===== config.mk =====
export PLATFORM = sky130hd
export DESIGN_NAME = dob_ram
export DESIGN_NICKNAME = d
export VERILOG_FILES = /design/src/rtl/dob_ram.sv
export SDC_FILE = /design/constraint.sdc
export NUM_CORES = 1
export LEC_CHECK = 0
export ABC_AREA = 1
export BUFFER_PORTS_ARGS = -buffer_cell sky130_fd_sc_hd__buf_2
export CORE_UTILIZATION = 58
export CTS_CLUSTER_SIZE = 30
export DETAILED_ROUTE_END_ITERATION = 16
export PLACE_DENSITY = 0.77
export SETUP_SLACK_MARGIN = 0.05
export SLEW_MARGIN = 0
export SYNTH_ARGS = -nofsm -noshare
export SYNTH_HDL_FRONTEND = slang
export SYNTH_SLANG_ARGS = --single-unit

===== constraint.sdc =====
create_clock -name clk -period 4.48 [get_ports clk]
set_input_delay 0.896 -clock clk [delete_from_list [all_inputs] [get_ports clk]]
set_output_delay 0.896 -clock clk [all_outputs]
set_load 0.02 [all_outputs]

===== src/rtl/dob_ram.sv =====
`default_nettype none
// ----------------------------------------------------------------------------
// dob_ram
// Generic single-write, single-read RAM with registered read data.
// ----------------------------------------------------------------------------
module dob_ram #(
  parameter  int WIDTH = 32,
  parameter  int DEPTH = 4,
  localparam int AW    = (DEPTH > 1) ? $clog2(DEPTH) : 1
) (
  input  logic             clk,
  input  logic             wr_en,
  input  logic [AW-1:0]    wr_addr,
  input  logic [WIDTH-1:0] wr_data,
  input  logic             rd_en,
  input  logic [AW-1:0]    rd_addr,
  output logic [WIDTH-1:0] rd_data
);

  logic [WIDTH-1:0] mem_r [DEPTH];
  logic [WIDTH-1:0] rd_data_r;

  always_ff @(posedge clk) begin
    if (wr_en) begin
      mem_r[wr_addr] <= wr_data;
    end
    if (rd_en) begin
      rd_data_r <= mem_r[rd_addr];
    end
  end

  assign rd_data = rd_data_r;

endmodule
`default_nettype wire


==> metrics.md <==
| Metric | Value |
|---|---|
| Antenna Violating Nets Remaining | 0 |
| Largest net degree at the start of global routing | 65 |
| Post-Syn Instances | 541 |
| I/O pin cnt | approximately 70 |
| Mapped cell area | between 6000 and 7000 um^2 |
| Pleak | between 3 and 4 nW |
| Finished Layout Cells | around 770 |
| Cell variety after synth | 9 |
| Num CTS Buffers | 17 |
| Reg clk slew, reported paths | 0.06 ns |
| WP data required | around 4.8 ns |
| First-pass DRT Iterations | 4 |
| Synth-to-Final Area Change | 15.49% |
| Chip width | ~110 um |
| Unrepaired setup endpoints after global routing | false |
| Clock root buffer | clkbuf_8 |
| CTS Hold Bufs | 0 |
| Final Max Slew Viols | 0 |
| H-tree depth | 4 |
| Final Hold Viols | 0 |
| Yosys Warn Count | 0 |
| Tot Pwr | between 3 and 4 mW |
| Mapped Nets | 580 |
| Total number of vias | 3832 |
| Worst setup SP type | primary input |
| Initial DRC Count | roughly 200 |
| Die Span Y | ~110 um |
| Fmax | between 400 and 500 MHz |
| Overall Global Routing Usage | between 20% and 30% |
| Crit end category | flip-flop |
| # clock sinks | 160 |
| First-pass GRT wire length | approximately 18 mm |
| Max VDD drop | 0.3145 mV |
| Vias in the first global route | roughly 3800 |
| Final #Nets | roughly 660 |
| Worst-path fanout max | 33 |
| Final TNS setup | 0 ns |
| Placed cells | between 700 and 800 |
| Final period utilization | 52.04% |
| Worst-Skew Late Latency | 0.52 ns |
| WL per Instance | roughly 15 um |
| Synthesized area per cell | about 12 um^2 |
| Die Area | 11460 um^2 |
| PortBufs | 70 |
| CTS tree | done |
| DR DRC count | 0 |
| Drt via density | 5.009 |
| Arr. time, crit path | 2.61 ns |
| Initial antenna violation count | 0 |
| Gr ovfl total | 0 |
| Final min period | about 2.3 ns |
| Gpl congestion | ~0.71 |
| Setup-failing EPs final | 0 |
| CORE AREA | roughly 11000 um^2 |
| Post-CTS Setup Bufs | 0 |
| Post-DP HPWL | 6.312 mm |
| Yosys reg bits | 160 |
| Std-Cell Rows | 37 |
| Buffer depth of the longest clock path | 2 |
| Clock skew | ~0.0052 ns |
| Worst-Margin Slew | 1.246 ns |
| Number of diodes | 0 |
| Post_cts resized | 0 |
| Max-capacitance violation count | 0 |
| Outcome | finished clean |
| Most frequent cells in the layout | 160 x nand2_1, 160 x edfxtp_1, 132 x inv_1 |
| Initial Util | about three fifths |
| Post-Route WL | about 11 mm |
| PD cells | approximately 450 nW/um^2 |
| Hold Crit Class | primary input to flip-flop |
| Critical path class | primary input to flip-flop |
| Sequential-to-total area share from yosys stat | between 70% and 80% |
| Layout cells sized above 1 | approximately 17% |
| Slew HR | about 17% |
[where the power goes]
group,switching [mW],internal [mW]
logic,0.152,0.0648
clock network,0.551,0.794
registers,0.0210,1.74
total,0.724,2.60
[kinds of logic after synthesis]
kind of cell           synth area share [%]
AND/OR/NAND/NOR                       14.70
buffers and inverters                 10.21
flip-flops                            75.09
[worst paths after layout]
| path | start | endpoint | slack, ns | cells past startpoint |
|---|---|---|---|---|
| setup / recovery | rd_addr[1] | rd_data[24] | 2.15 | 4 |
| hold / removal | wr_data[3] | mem_r[2][3] | 0.58 | 1 |
| setup reg to reg | mem_r[0][0] | rd_data[0] | 3.49 | 4 |
| hold reg to reg | mem_r[1][20] | rd_data[20] | 0.61 | 4 |
[sequential cells by signal, summed over array words and instances, names as in the netlist]
register  cells
rd_data      32
mem_r       128
[through the flow]
stage,setup slack [ns],hold WS (ns),util (%),cell area (um^2)
floorplan,0.8430,0.5744,-,6399
detailed placement,1.626,0.6032,65.00,6830
CTS,2.142,0.5609,70.32,7390
global placement,1.604,0.5834,65.00,6830
finish,2.148,0.5820,70.32,7390
global route,2.024,0.5655,70.32,7390
[cell usage after synthesis]
master    instances  area [um^2]
buf_2             9        45.04
nor3_1            4        20.02
buf_6             7        78.83
buf_4             4        30.03
edfxtp_1        160         4805
nand2_1         160        600.6
inv_2             1        3.750
nand3_1          64        320.3
inv_1           132        495.5
[worst max-delay path, cell delays in order]
cell and delay [ns]:
buf_2 0.55, inv_1 0.77, nand3_1 0.30, nand2_1 0.07
[per-layer routing]
layer	wire length (um)	GRT usage, %	up-vias
met1	4298	24.69	1817
li1	-	-	1875
met4	194	10.76	0
met3	683	5.532	17
met2	6187	38.02	123
met5	0	0	-
[cell type report]
| class | instances | area (um^2) |
|---|---|---|
| sequential | 160 | 4805 |
| fill | 671 | 3119 |
| multi-input combinational | 228 | 960.9 |
| inverter | 133 | 499.2 |
| clock buffer | 19 | 421.7 |
| timing repair buffer | 76 | 395.4 |
| tap | 136 | 170.2 |
| clock inverter | 13 | 137.6 |
Note: power is estimated with default switching activity, not from simulation.
